**src/hdl/smvlq_pkg.sv**
```systemverilog
// Shared constants and helpers for the source map VLQ segment decoder.
// Holds the character codes, the slot count and the base64 digit map.
// Depends on nothing.
`timescale 1ns / 1ps

package smvlq_pkg;

	localparam int LINE_BITS_DEFAULT = 24;
	localparam int GEN_LINE_BITS     = 24;
	localparam int VALUE_BITS        = 32;
	localparam int NUM_SLOTS         = 5;
	localparam int GROUP_BITS        = 5;

	localparam logic [7:0] CHAR_COMMA = 8'h2C;
	localparam logic [7:0] CHAR_SEMI  = 8'h3B;

	// Shift stops growing here, so an overlong group stays open.
	localparam logic [5:0] SHIFT_CAP  = 6'd35;
	localparam logic [5:0] SHIFT_STEP = 6'd5;

	localparam logic [VALUE_BITS-1:0] MOST_NEGATIVE = 32'h8000_0000;

	typedef logic [VALUE_BITS-1:0] value_t;

	// Digit value of a base64 character; '=' counts as digit 64.
	function automatic logic [6:0] digit_of(input logic [7:0] c);
		logic [6:0] d;
		d = '0;
		case (c) inside
			[8'h41:8'h5A]: d = 7'(c - 8'h41);
			[8'h61:8'h7A]: d = 7'(c - 8'h61 + 8'd26);
			[8'h30:8'h39]: d = 7'(c - 8'h30 + 8'd52);
			8'h2B:         d = 7'd62;
			8'h2F:         d = 7'd63;
			8'h3D:         d = 7'd64;
			default:       d = '0;
		endcase
		return d;
	endfunction

	function automatic logic is_digit(input logic [7:0] c);
		logic ok;
		ok = 1'b0;
		case (c) inside
			[8'h41:8'h5A], [8'h61:8'h7A], [8'h30:8'h39], 8'h2B, 8'h2F, 8'h3D: ok = 1'b1;
			default: ok = 1'b0;
		endcase
		return ok;
	endfunction

endpackage

```
**src/hdl/source_map_vlq_segment_decoder.sv**
```systemverilog
// Source map v3 mappings decoder: base64 VLQ digits in, finished segments out.
// Uses smvlq_pkg for the digit map, character codes and constants.
// An accepted word is decoded from the input register, and its segment word
// is then held in the result register until it leaves.
// Throughput: one character word per cycle while the result register is not held; the
// input register, one pass of decode and slot add, and the result register set that rate.
// Reset (arst_n low): all slots, line count and segment state clear at once.
`timescale 1ns / 1ps

module source_map_vlq_segment_decoder #(
	parameter int LINE_BITS = smvlq_pkg::LINE_BITS_DEFAULT
) (
	input  logic         clk,
	input  logic         arst_n,
	input  logic         s_axis_tvalid,
	output logic         s_axis_tready,
	input  logic [7:0]   s_axis_tdata,  // [7:0] char_code
	input  logic         s_axis_tlast,  // end_of_text
	output logic         m_axis_tvalid,
	input  logic         m_axis_tready,
	// [23:0] gen_line, [55:24] gen_column, [87:56] source_index,
	// [119:88] source_line, [151:120] source_column
	output logic [151:0] m_axis_tdata
);

	// Input register stage. The character and the end flag sit here while the
	// segment state is updated from them.
	logic       valid_s1;
	logic [7:0] char_s1;
	logic       last_s1;

	// Segment state. The slots hold the running totals of the five fields,
	// of which the name index is kept but never reported.
	smvlq_pkg::value_t acc_q;
	logic [5:0]        shift_q;
	logic [2:0]        count_q;
	logic              invalid_q;
	smvlq_pkg::value_t slot_q [smvlq_pkg::NUM_SLOTS];
	logic [LINE_BITS-1:0] line_q;

	// The item in the input register is processed when the result register is
	// free or is being emptied in the same cycle.
	logic proc;
	assign proc = valid_s1 && (!m_axis_tvalid || m_axis_tready);
	assign s_axis_tready = !valid_s1 || proc;

	always_ff @(posedge clk or negedge arst_n) begin
		if (!arst_n) begin
			valid_s1 <= 1'b0;
		end else if (s_axis_tready) begin
			valid_s1 <= s_axis_tvalid;
		end
	end

	always_ff @(posedge clk) begin
		if (s_axis_tvalid && s_axis_tready) begin
			char_s1 <= s_axis_tdata;
			last_s1 <= s_axis_tlast;
		end
	end

	// Decode of the held character.
	logic       is_sep;
	logic       is_semi;
	logic       is_dig;
	logic [6:0] digit;
	assign is_semi = (char_s1 == smvlq_pkg::CHAR_SEMI);
	assign is_sep  = is_semi || (char_s1 == smvlq_pkg::CHAR_COMMA);
	assign is_dig  = smvlq_pkg::is_digit(char_s1);
	assign digit   = smvlq_pkg::digit_of(char_s1);

	// Group arithmetic: the payload lands at the current shift, dropping
	// anything at bit 32 or above. A finished value has its sign in bit 0;
	// a negative zero turns into the most negative number.
	smvlq_pkg::value_t acc_sum;
	smvlq_pkg::value_t mag;
	smvlq_pkg::value_t value;
	smvlq_pkg::value_t slot_sum;
	logic [5:0]        shift_next;
	logic              cont;
	logic              slot_free;
	logic              emit;

	always_comb begin
		acc_sum = acc_q;
		if (shift_q < 6'd32) begin
			acc_sum = acc_q + (smvlq_pkg::value_t'(digit[smvlq_pkg::GROUP_BITS-1:0])
				<< shift_q[4:0]);
		end
		cont       = digit[smvlq_pkg::GROUP_BITS];
		shift_next = (shift_q + smvlq_pkg::SHIFT_STEP > smvlq_pkg::SHIFT_CAP) ?
			smvlq_pkg::SHIFT_CAP : shift_q + smvlq_pkg::SHIFT_STEP;
		mag = {1'b0, acc_sum[smvlq_pkg::VALUE_BITS-1:1]};
		if (!acc_sum[0]) begin
			value = mag;
		end else if (mag == '0) begin
			value = smvlq_pkg::MOST_NEGATIVE;
		end else begin
			value = smvlq_pkg::value_t'(0) - mag;
		end
		slot_free = (count_q < 3'(smvlq_pkg::NUM_SLOTS));
		slot_sum  = slot_q[slot_free ? count_q : 3'd0] + value;
		// A segment goes out only when closed with no value half built and
		// one, four or five values in it.
		emit = !invalid_q && (shift_q == 6'd0) && (count_q inside {3'd1, 3'd4, 3'd5});
	end

	// Segment state update.
	always_ff @(posedge clk or negedge arst_n) begin
		if (!arst_n) begin
			acc_q     <= '0;
			shift_q   <= '0;
			count_q   <= '0;
			invalid_q <= 1'b0;
			line_q    <= '0;
			for (int i = 0; i < smvlq_pkg::NUM_SLOTS; i++) begin
				slot_q[i] <= '0;
			end
		end else if (proc) begin
			if (last_s1) begin
				// End of text closes the segment, then everything starts over.
				acc_q     <= '0;
				shift_q   <= '0;
				count_q   <= '0;
				invalid_q <= 1'b0;
				line_q    <= '0;
				for (int i = 0; i < smvlq_pkg::NUM_SLOTS; i++) begin
					slot_q[i] <= '0;
				end
			end else if (is_sep) begin
				acc_q     <= '0;
				shift_q   <= '0;
				count_q   <= '0;
				invalid_q <= 1'b0;
				if (is_semi) begin
					line_q    <= line_q + LINE_BITS'(1);
					slot_q[0] <= '0;
				end
			end else if (!invalid_q) begin
				if (!is_dig) begin
					invalid_q <= 1'b1;
				end else if (cont) begin
					acc_q   <= acc_sum;
					shift_q <= shift_next;
				end else begin
					acc_q   <= '0;
					shift_q <= '0;
					if (slot_free) begin
						slot_q[count_q] <= slot_sum;
						count_q         <= count_q + 3'd1;
					end else begin
						// A sixth value is thrown away and spoils the segment.
						invalid_q <= 1'b1;
					end
				end
			end
		end
	end

	// Result register.
	always_ff @(posedge clk or negedge arst_n) begin
		if (!arst_n) begin
			m_axis_tvalid <= 1'b0;
		end else if (proc) begin
			m_axis_tvalid <= (last_s1 || is_sep) && emit;
		end else if (m_axis_tready) begin
			m_axis_tvalid <= 1'b0;
		end
	end

	always_ff @(posedge clk) begin
		if (proc && (last_s1 || is_sep) && emit) begin
			m_axis_tdata <= {slot_q[3], slot_q[2], slot_q[1], slot_q[0],
				smvlq_pkg::GEN_LINE_BITS'(line_q)};
		end
	end

	// A digit or stray byte never moves the line count.
	a_line_hold: assert property (@(posedge clk) disable iff (!arst_n)
		proc && !last_s1 && !is_sep |=> line_q == $past(line_q))
		else $error("line count moved on a non-separator word");

	// End of text leaves the decoder in its reset state.
	a_end_clears: assert property (@(posedge clk) disable iff (!arst_n)
		proc && last_s1 |=> line_q == '0 && count_q == 3'd0 && shift_q == 6'd0
			&& !invalid_q)
		else $error("end of text did not clear the decoder");

	// A semicolon restarts the generated column.
	a_semi_col: assert property (@(posedge clk) disable iff (!arst_n)
		proc && !last_s1 && is_semi |=> slot_q[0] == '0)
		else $error("column slot not cleared on new line");

	// No result appears from a word that does not close a segment.
	a_no_spurious: assert property (@(posedge clk) disable iff (!arst_n)
		proc && !last_s1 && !is_sep && !m_axis_tvalid |=> !m_axis_tvalid)
		else $error("result emitted without a separator");

endmodule
```
**config.mk**
```make
export PLATFORM = sky130hd
export DESIGN_NAME = source_map_vlq_segment_decoder
export DESIGN_NICKNAME = d
export VERILOG_FILES = /design/src/hdl/smvlq_pkg.sv /design/src/hdl/source_map_vlq_segment_decoder.sv
export SDC_FILE = /design/constraint.sdc
export NUM_CORES = 1
export LEC_CHECK = 0
export ABC_AREA = 1
export BUFFER_PORTS_ARGS = -buffer_cell sky130_fd_sc_hd__buf_2
export CORE_UTILIZATION = 45
export CTS_BUF_LIST = sky130_fd_sc_hd__clkbuf_2
export CTS_CLUSTER_DIAMETER = 60
export DETAILED_ROUTE_END_ITERATION = 12
export PLACE_DENSITY = 0.65
export SYNTH_ARGS = -nofsm -noshare
export SYNTH_HDL_FRONTEND = slang
export SYNTH_SLANG_ARGS = --single-unit
```
**constraint.sdc**
```tcl
create_clock -name clk -period 8.4 [get_ports clk]
set_input_delay 0.42 -clock clk [delete_from_list [all_inputs] [get_ports clk]]
set_output_delay 0.42 -clock clk [all_outputs]
set_load 0.01 [all_outputs]
```
==> flow_metrics.py, run 1 <==
metrics = {
    "floorplanning": {
        "die_y_um": 218,
        "floorplan.initialDensity_pct": 46.0,
        "rows": 78,
        "die_w_um": 218,
        "core_um2": 45800,
        "io_pins": 167,
        "dieArea_um2": 47700,
    },
    "sta": {
        "period_needed_ps": 7870,
        "relSlewSlack_pct": 18.0,
        "fin_crit_sh_pct": 93.7,
        "hold_viol": 0,
        "drv_slew": 0,
        "timing.fmax_mhz": 127,
        "tightest_slew_ps": 1230,
        "setup_viol": 0,
        "worst_clock_skew_ps": 77.3,
        "setup_tns_ps": 0,
    },
    "placement": {
        "hpwl_mm": 42.6,
        "dp_cells": 3121,
        "gp_congestion": 0.948,
        "portBuffers": 166,
    },
    "worst_setup_path": {
        "crit_buf_inv": 4,
        "critPathSlowestCell": "edfxtp_1",
        "crit_family": "simple AND/OR/NAND/NOR gates",
        "critical_path_class": "reg -> reg",
        "worstSetupStartpointType": "flip-flop",
        "r2r_setup_slack_ps": 530,
        "path_max_fanout": 6,
        "cp.arrival_ps": 8760,
        "crit_required_ps": 9290,
        "max_stage_delay_ps": 510,
        "crit_path_end_kind": "flip-flop",
        "crit_top_cell": "nand2_1",
    },
    "clock_network": {
        "clkSlewWorstSetupHoldPaths_ps": 110,
        "cts_buffer_depth": 3,
        "cts_buffers": 95,
        "cts_tree": "done",
        "cts_sinks": 389,
        "worstSkewPairLatency_ps": 1100,
        "cts_root_buf": "clkbuf_2",
        "htreeDepth": 3,
    },
    "power": {
        "netSwitchingFraction_pct": 43.9,
        "vdd_ir_drop_max_v": 0.000126,
        "leakage_nw": 10.9,
        "clockPowerShare_pct": 21.2,
        "powerDensity_nw_per_um2": 267,
        "p_sw_mw": 2.81,
        "pwr-share-seq_pct": 36.0,
        "p_comb_share_pct": 42.8,
        "p_int_mw": 3.60,
    },
    "global_route": {
        "antenna_found_initial": 1,
        "grt_max_degree": 153,
        "grt_pass1_wl_mm": 95.9,
        "grt-ovfl-total": 0,
        "grt_pass1_vias": 17900,
        "track_usage_pct": 25.5,
    },
    "synthesis": {
        "synth_cells": 2417,
        "synth_top_area_share_pct": 27.1,
        "syn-cell-area_um2": 21100,
        "ys_seq_elements": 389,
        "synthArstFlopShare_pct": 58.6,
        "synthesis.nets": 2510,
        "synth_edf_count": 161,
        "ys_warn_count": 0,
        "synth_area_per_cell_um2": 8.71,
        "yosysTopAreaCell": "dfrtp_1",
        "ys_types": 58,
        "yosysSeqAreaShare_pct": 50.1,
        "synth_ff_type": "dfrtp_1",
        "yosys-top-cells-area": "dfrtp_1 27%, edfxtp_1 23%, nand2_1 7.6%, o21ai_0 5.2%, inv_1 5.0%",
    },
    "routing": {
        "wl_per_cell_um": 18.2,
        "firstDrtPassIters": 5,
        "post-route-drc-count": 0,
        "drt_wl_total_mm": 60.8,
        "drtIter0Drc": 1646,
        "drtAntennaViolNets": 0,
        "num_vias": 18400,
        "viasPerCell": 5.51,
    },
    "cells_and_area": {
        "drive_above_1_share_pct": 19.1,
        "layout.nets": 2745,
        "area_growth_pct": 14.1,
        "fin_cells": 3335,
    },
    "outcome": {
        "status": "finished, final reports clean",
    },
    "hold_path": {
        "min_path_type": "in -> reg",
    },
    "flow_run": {
        "drv_cap": 0,
    },
}
==> through the flow <==
stage          hold WS (ps)  cell area, µm²  setup WS (ps)  util [%]  power, mW
2_1_floorplan           124           21100           1190         -       4.15
3_3_place_gp            433           22500            178      49.3       4.93
3_5_place_dp            432           22500           2.36      49.3       4.97
4_1_cts                7.16           23800           24.9      51.9       6.35
5_1_grt                64.3           24000           -139      52.5       6.85
6_report                105           24000            528      52.5       6.41
==> sequential cells by signal, summed over array words and instances, names as in the netlist, 3 cells and up <==
register,cells
m_axis_tdata,152
char_s1,8
count_q,3
slot_q,160
shift_q,6
acc_q,32
line_q,24
==> logic make-up (layout without fill, tap and decap cells) <==
logic type                 after synthesis  after routing  synth area share (%)
AOI/OAI and AO/OA                      580            580                  15.4
DFF                                    389            389                  50.1
adders and majority gates               80             80                  4.83
buffers and inverters                  405            719                  7.38
xor gates and xnor gates                58             58                  2.41
and+or+nand+nor                        905            906                  20.0
other                                    0              3                     0
==> worst paths after layout <==
| path | startpoint | to | cells after the start |
|---|---|---|---|
| max | char_s1[3]$_DFFE_PP_ | slot_q[154]$_DFFE_PN0P_ | 55 |
| min | s_axis_tdata[1] | char_s1[1]$_DFFE_PP_ | 2 |
| max reg2reg | char_s1[3]$_DFFE_PP_ | slot_q[154]$_DFFE_PN0P_ | 55 |
| min reg2reg | slot_q[113]$_DFFE_PN0P_ | m_axis_tdata[73]$_DFFE_PP_ | 0 |
| max in group asynchronous | arst_n | count_q[1]$_DFFE_PN0P_ | 4 |
| min in group asynchronous | arst_n | slot_q[62]$_DFFE_PN0P_ | 3 |
==> what timing repair did <==
action | in CTS | in global routing
gates cloned | 0 | 1
pin swaps | 0 | 10
hold buffers | 23 | 0
setup buffers | 0 | 10
gates resized for setup | 1 | 57
setup endpoints to repair | 2 | 95
hold endpoints to repair | 126 | 0
==> metal layers <==
layer / part of all wire (%) / global-route usage [%] / up-vias
li1: - / - / 8794
met1: 46 / 36.5 / 8870
met2: 46 / 39.8 / 627
met3: 6.3 / 4.24 / 81
met4: 1.6 / 7.30 / 0
met5: 0 / 0 / -
==> cell type report <==
| class | count | area, µm² |
|---|---|---|
| diodes | 3 | 7.51 |
| flip-flops and latches | 389 | 10500 |
| repair buffers | 229 | 1400 |
| multi-input cells | 1624 | 9190 |
| clock inverters | 41 | 282 |
| clock buffers | 136 | 681 |
| fillers | 4283 | 21700 |
| well taps | 600 | 751 |
| inverters | 313 | 1180 |
==> cell usage after synthesis (4+ instances only) <==
library cell / count
o211ai_1: 4
xnor2_1: 18
or2_2: 6
o31ai_1: 6
o21a_1: 9
nor3_2: 10
edfxtp_1: 161
o22ai_1: 101
nand2_4: 4
nand2_2: 22
a21oi_1: 161
xor2_1: 40
buf_2: 14
dfrtp_1: 228
buf_1: 6
o21ai_0: 220
o21bai_1: 5
nor3_1: 21
inv_1: 279
a221oi_1: 4
nor2_1: 143
a21oi_2: 4
nor2_2: 9
clkbuf_1: 69
a31oi_1: 11
ha_1: 78
nand2_1: 425
nor2_4: 7
nand3_2: 11
inv_2: 30
nand4_1: 27
nand3b_1: 16
a22o_1: 4
o21ai_1: 32
nand3_1: 190
==> cell usage in the layout, fill, tap and decap left out, types with 8 or more instances in the layout <==
master         instances
dlygate4sd3_1         22
nand3_2               13
nand2_2               27
o22ai_1              101
a21oi_2               10
buf_2                165
xnor2_1               16
nor3_1                21
nand4_1               27
inv_2                 36
a31oi_1               10
nand3_1              188
nand2_1              420
nand3b_1              16
edfxtp_1             161
ha_1                  68
nor2_1               133
a21oi_1              154
clkinv_2               8
inv_1                274
nor2_2                15
buf_4                 39
nor2_4                11
clkinv_1              29
dfrtp_1              228
o21ai_1               36
o21a_1                 9
clkbuf_2             136
xor2_1                39
o21ai_0              212
nor3_2                 9
==> power groups by stage <==
stage	logic, mW	registers [mW]	clock network [mW]
6_report	2.74	2.31	1.36
5_1_grt	3.03	2.32	1.49
4_1_cts	2.65	2.30	1.40
3_5_place_dp	2.63	2.34	0
3_3_place_gp	2.59	2.34	0
2_1_floorplan	1.83	2.32	0
Note: power is estimated with default switching activity, not from simulation.
==> inputs of run 2 (changes only) <==
==> constraint.sdc (replaced) <==
create_clock -name clk -period 8.4 [get_ports clk]
set_input_delay 1.26 -clock clk [delete_from_list [all_inputs] [get_ports clk]]
set_output_delay 1.26 -clock clk [all_outputs]
set_load 0.01 [all_outputs]
==> flow_metrics.py, run 2 (same netlist as run 1, synthesis figures left out) <==
metrics = {
    "clock_network": {
        "clkSlewWorstSetupHoldPaths_ps": 130,
        "postCtsHoldBufs": 0,
        "worstSkewPairLatency_ps": 1090,
        "cts_tree": "done",
        "cts_sinks": 389,
        "htreeDepth": 3,
        "cts_buffer_depth": 3,
        "cts_buffers": 95,
        "cts_root_buf": "clkbuf_2",
    },
    "placement": {
        "gp_congestion": 0.955,
        "place_ws_ps": -71.4,
        "hpwl_mm": 43.1,
        "portBuffers": 166,
    },
    "worst_setup_path": {
        "crit_required_ps": 9300,
        "critical_path_class": "reg -> reg",
        "path_max_fanout": 6,
        "critPathSlowestCell": "edfxtp_1",
        "worstSetupStartpointType": "flip-flop",
        "cp.arrival_ps": 8700,
        "crit_path_end_kind": "flip-flop",
        "max_stage_delay_ps": 500,
        "crit_top_cell": "nand2_1",
    },
    "routing": {
        "drtAntennaViolNets": 0,
        "num_vias": 18300,
        "post-route-drc-count": 0,
        "drt_wl_total_mm": 60.3,
        "firstDrtPassIters": 6,
        "wl_per_cell_um": 18.1,
        "viasPerCell": 5.51,
        "drtIter0Drc": 1780,
    },
    "sta": {
        "hold_ws_ps": 182,
        "hold_viol": 0,
        "period_needed_ps": 7800,
        "setup_viol": 0,
        "worst_clock_skew_ps": 86.8,
        "drv_slew": 0,
        "tightest_slew_ps": 1220,
        "setup_tns_ps": 0,
        "fin_crit_sh_pct": 92.9,
        "setup_ws_ps": 597,
        "relSlewSlack_pct": 18.5,
        "timing.fmax_mhz": 128,
    },
    "power": {
        "finalPower_mw": 6.38,
        "p_comb_share_pct": 43.2,
        "pwr-share-seq_pct": 36.1,
        "powerDensity_nw_per_um2": 267,
        "p_int_mw": 3.59,
        "netSwitchingFraction_pct": 43.8,
        "leakage_nw": 10.8,
        "vdd_ir_drop_max_v": 0.000137,
        "clockPowerShare_pct": 20.7,
        "p_sw_mw": 2.80,
    },
    "floorplanning": {
        "floorplan.initialDensity_pct": 46.0,
        "rows": 78,
        "dieArea_um2": 47700,
        "die_y_um": 218,
        "io_pins": 167,
        "die_w_um": 218,
        "core_um2": 45800,
    },
    "cells_and_area": {
        "drive_above_1_share_pct": 19.9,
        "mostFrequentLayoutCells": "421 x nand2_1, 274 x inv_1, 228 x dfrtp_1, 209 x o21ai_0, 188 x nand3_1",
        "reg_top3": "slot_q (160), m_axis_tdata (152), acc_q (32)",
        "postLayoutCoreUtil_pct": 52.2,
        "layout.nets": 2738,
        "regMostFlops": "slot_q",
        "final_common_cell": "nand2_1",
        "largest_reg_flops": 160,
        "area_growth_pct": 13.6,
    },
    "global_route": {
        "track_usage_pct": 25.4,
        "antenna_found_initial": 2,
        "grt-ovfl-total": 0,
        "grt_max_degree": 153,
        "grt_pass1_vias": 17700,
        "grt_pass1_wl_mm": 95.4,
    },
    "hold_path": {
        "min_path_type": "in -> async",
    },
    "outcome": {
        "status": "finished, final reports clean",
    },
    "flow_run": {
        "drv_cap": 0,
    },
}
[run 2: path summary, 6_finish.rpt]
check | start | endpoint | slack, ps | cells after the start
worst max-delay path | char_s1[2]$_DFFE_PP_ | slot_q[154]$_DFFE_PN0P_ | 600 | 53
worst min-delay path | arst_n | slot_q[111]$_DFFE_PN0P_ | 180 | 1
min in group clk | s_axis_tdata[7] | char_s1[7]$_DFFE_PP_ | 350 | 1
max in group asynchronous | arst_n | acc_q[29]$_DFFE_PN0P_ | 6570 | 2
worst max register to register | char_s1[2]$_DFFE_PP_ | slot_q[154]$_DFFE_PN0P_ | 600 | 53
worst min register to register | slot_q[51]$_DFFE_PN0P_ | m_axis_tdata[139]$_DFFE_PP_ | 450 | 0
[run 2: critical path, delay by kind of cell (launching register included)]
kind | cells | cell delay, ps
adder cells (fa/ha/maj) | 4 | 990
AND/OR/NAND/NOR | 34 | 4000
AO/OA/AOI/OAI | 12 | 1660
buffers and inverters | 2 | 180
XOR/XNOR | 1 | 270
flip-flops | 1 | 500
[run 2: per-layer routing]
metal,global-route usage [%],vias to the layer above,part of all wire [%]
met3,4.05,72,6.2
met5,0,-,0
met2,39.7,655,47
li1,-,8781,-
met4,7.55,0,1.6
met1,36.3,8821,46
[run 2: cell type report]
| cell class | count | area (µm²) |
|---|---|---|
| diodes | 5 | 12.5 |
| clock buffers | 142 | 711 |
| clock inverters | 33 | 215 |
| fillers | 4266 | 21900 |
| inverters | 313 | 1180 |
| multi-input cells | 1623 | 9220 |
| flip-flops and latches | 389 | 10500 |
| well taps | 600 | 751 |
| repair buffers | 223 | 1280 |
[run 2: stage by stage]
step / instance area, µm² / std cells
2_1_floorplan: 21100 / 2417
3_3_place_gp: 22600 / 3123
3_5_place_dp: 22600 / 3123
4_1_cts: 23500 / 3299
5_1_grt: 23900 / 3327
6_report: 23900 / 3328
[run 2: repair_timing]
item / 4_1_cts / 5_1_grt
endpoints found under the setup margin: 16 / 100
setup buffers: 1 / 24
resized for setup: 4 / 64
pin swaps: 1 / 14
cloned: 0 / 0
[run 2: power groups by stage]
stage / registers (mW) / logic, mW / clock network, mW
after floorplan: 2.32 / 1.83 / 0
after global placement: 2.34 / 2.59 / 0
after detailed placement: 2.34 / 2.63 / 0
after CTS: 2.30 / 2.67 / 1.36
after global routing: 2.33 / 3.04 / 1.45
final: 2.31 / 2.76 / 1.32
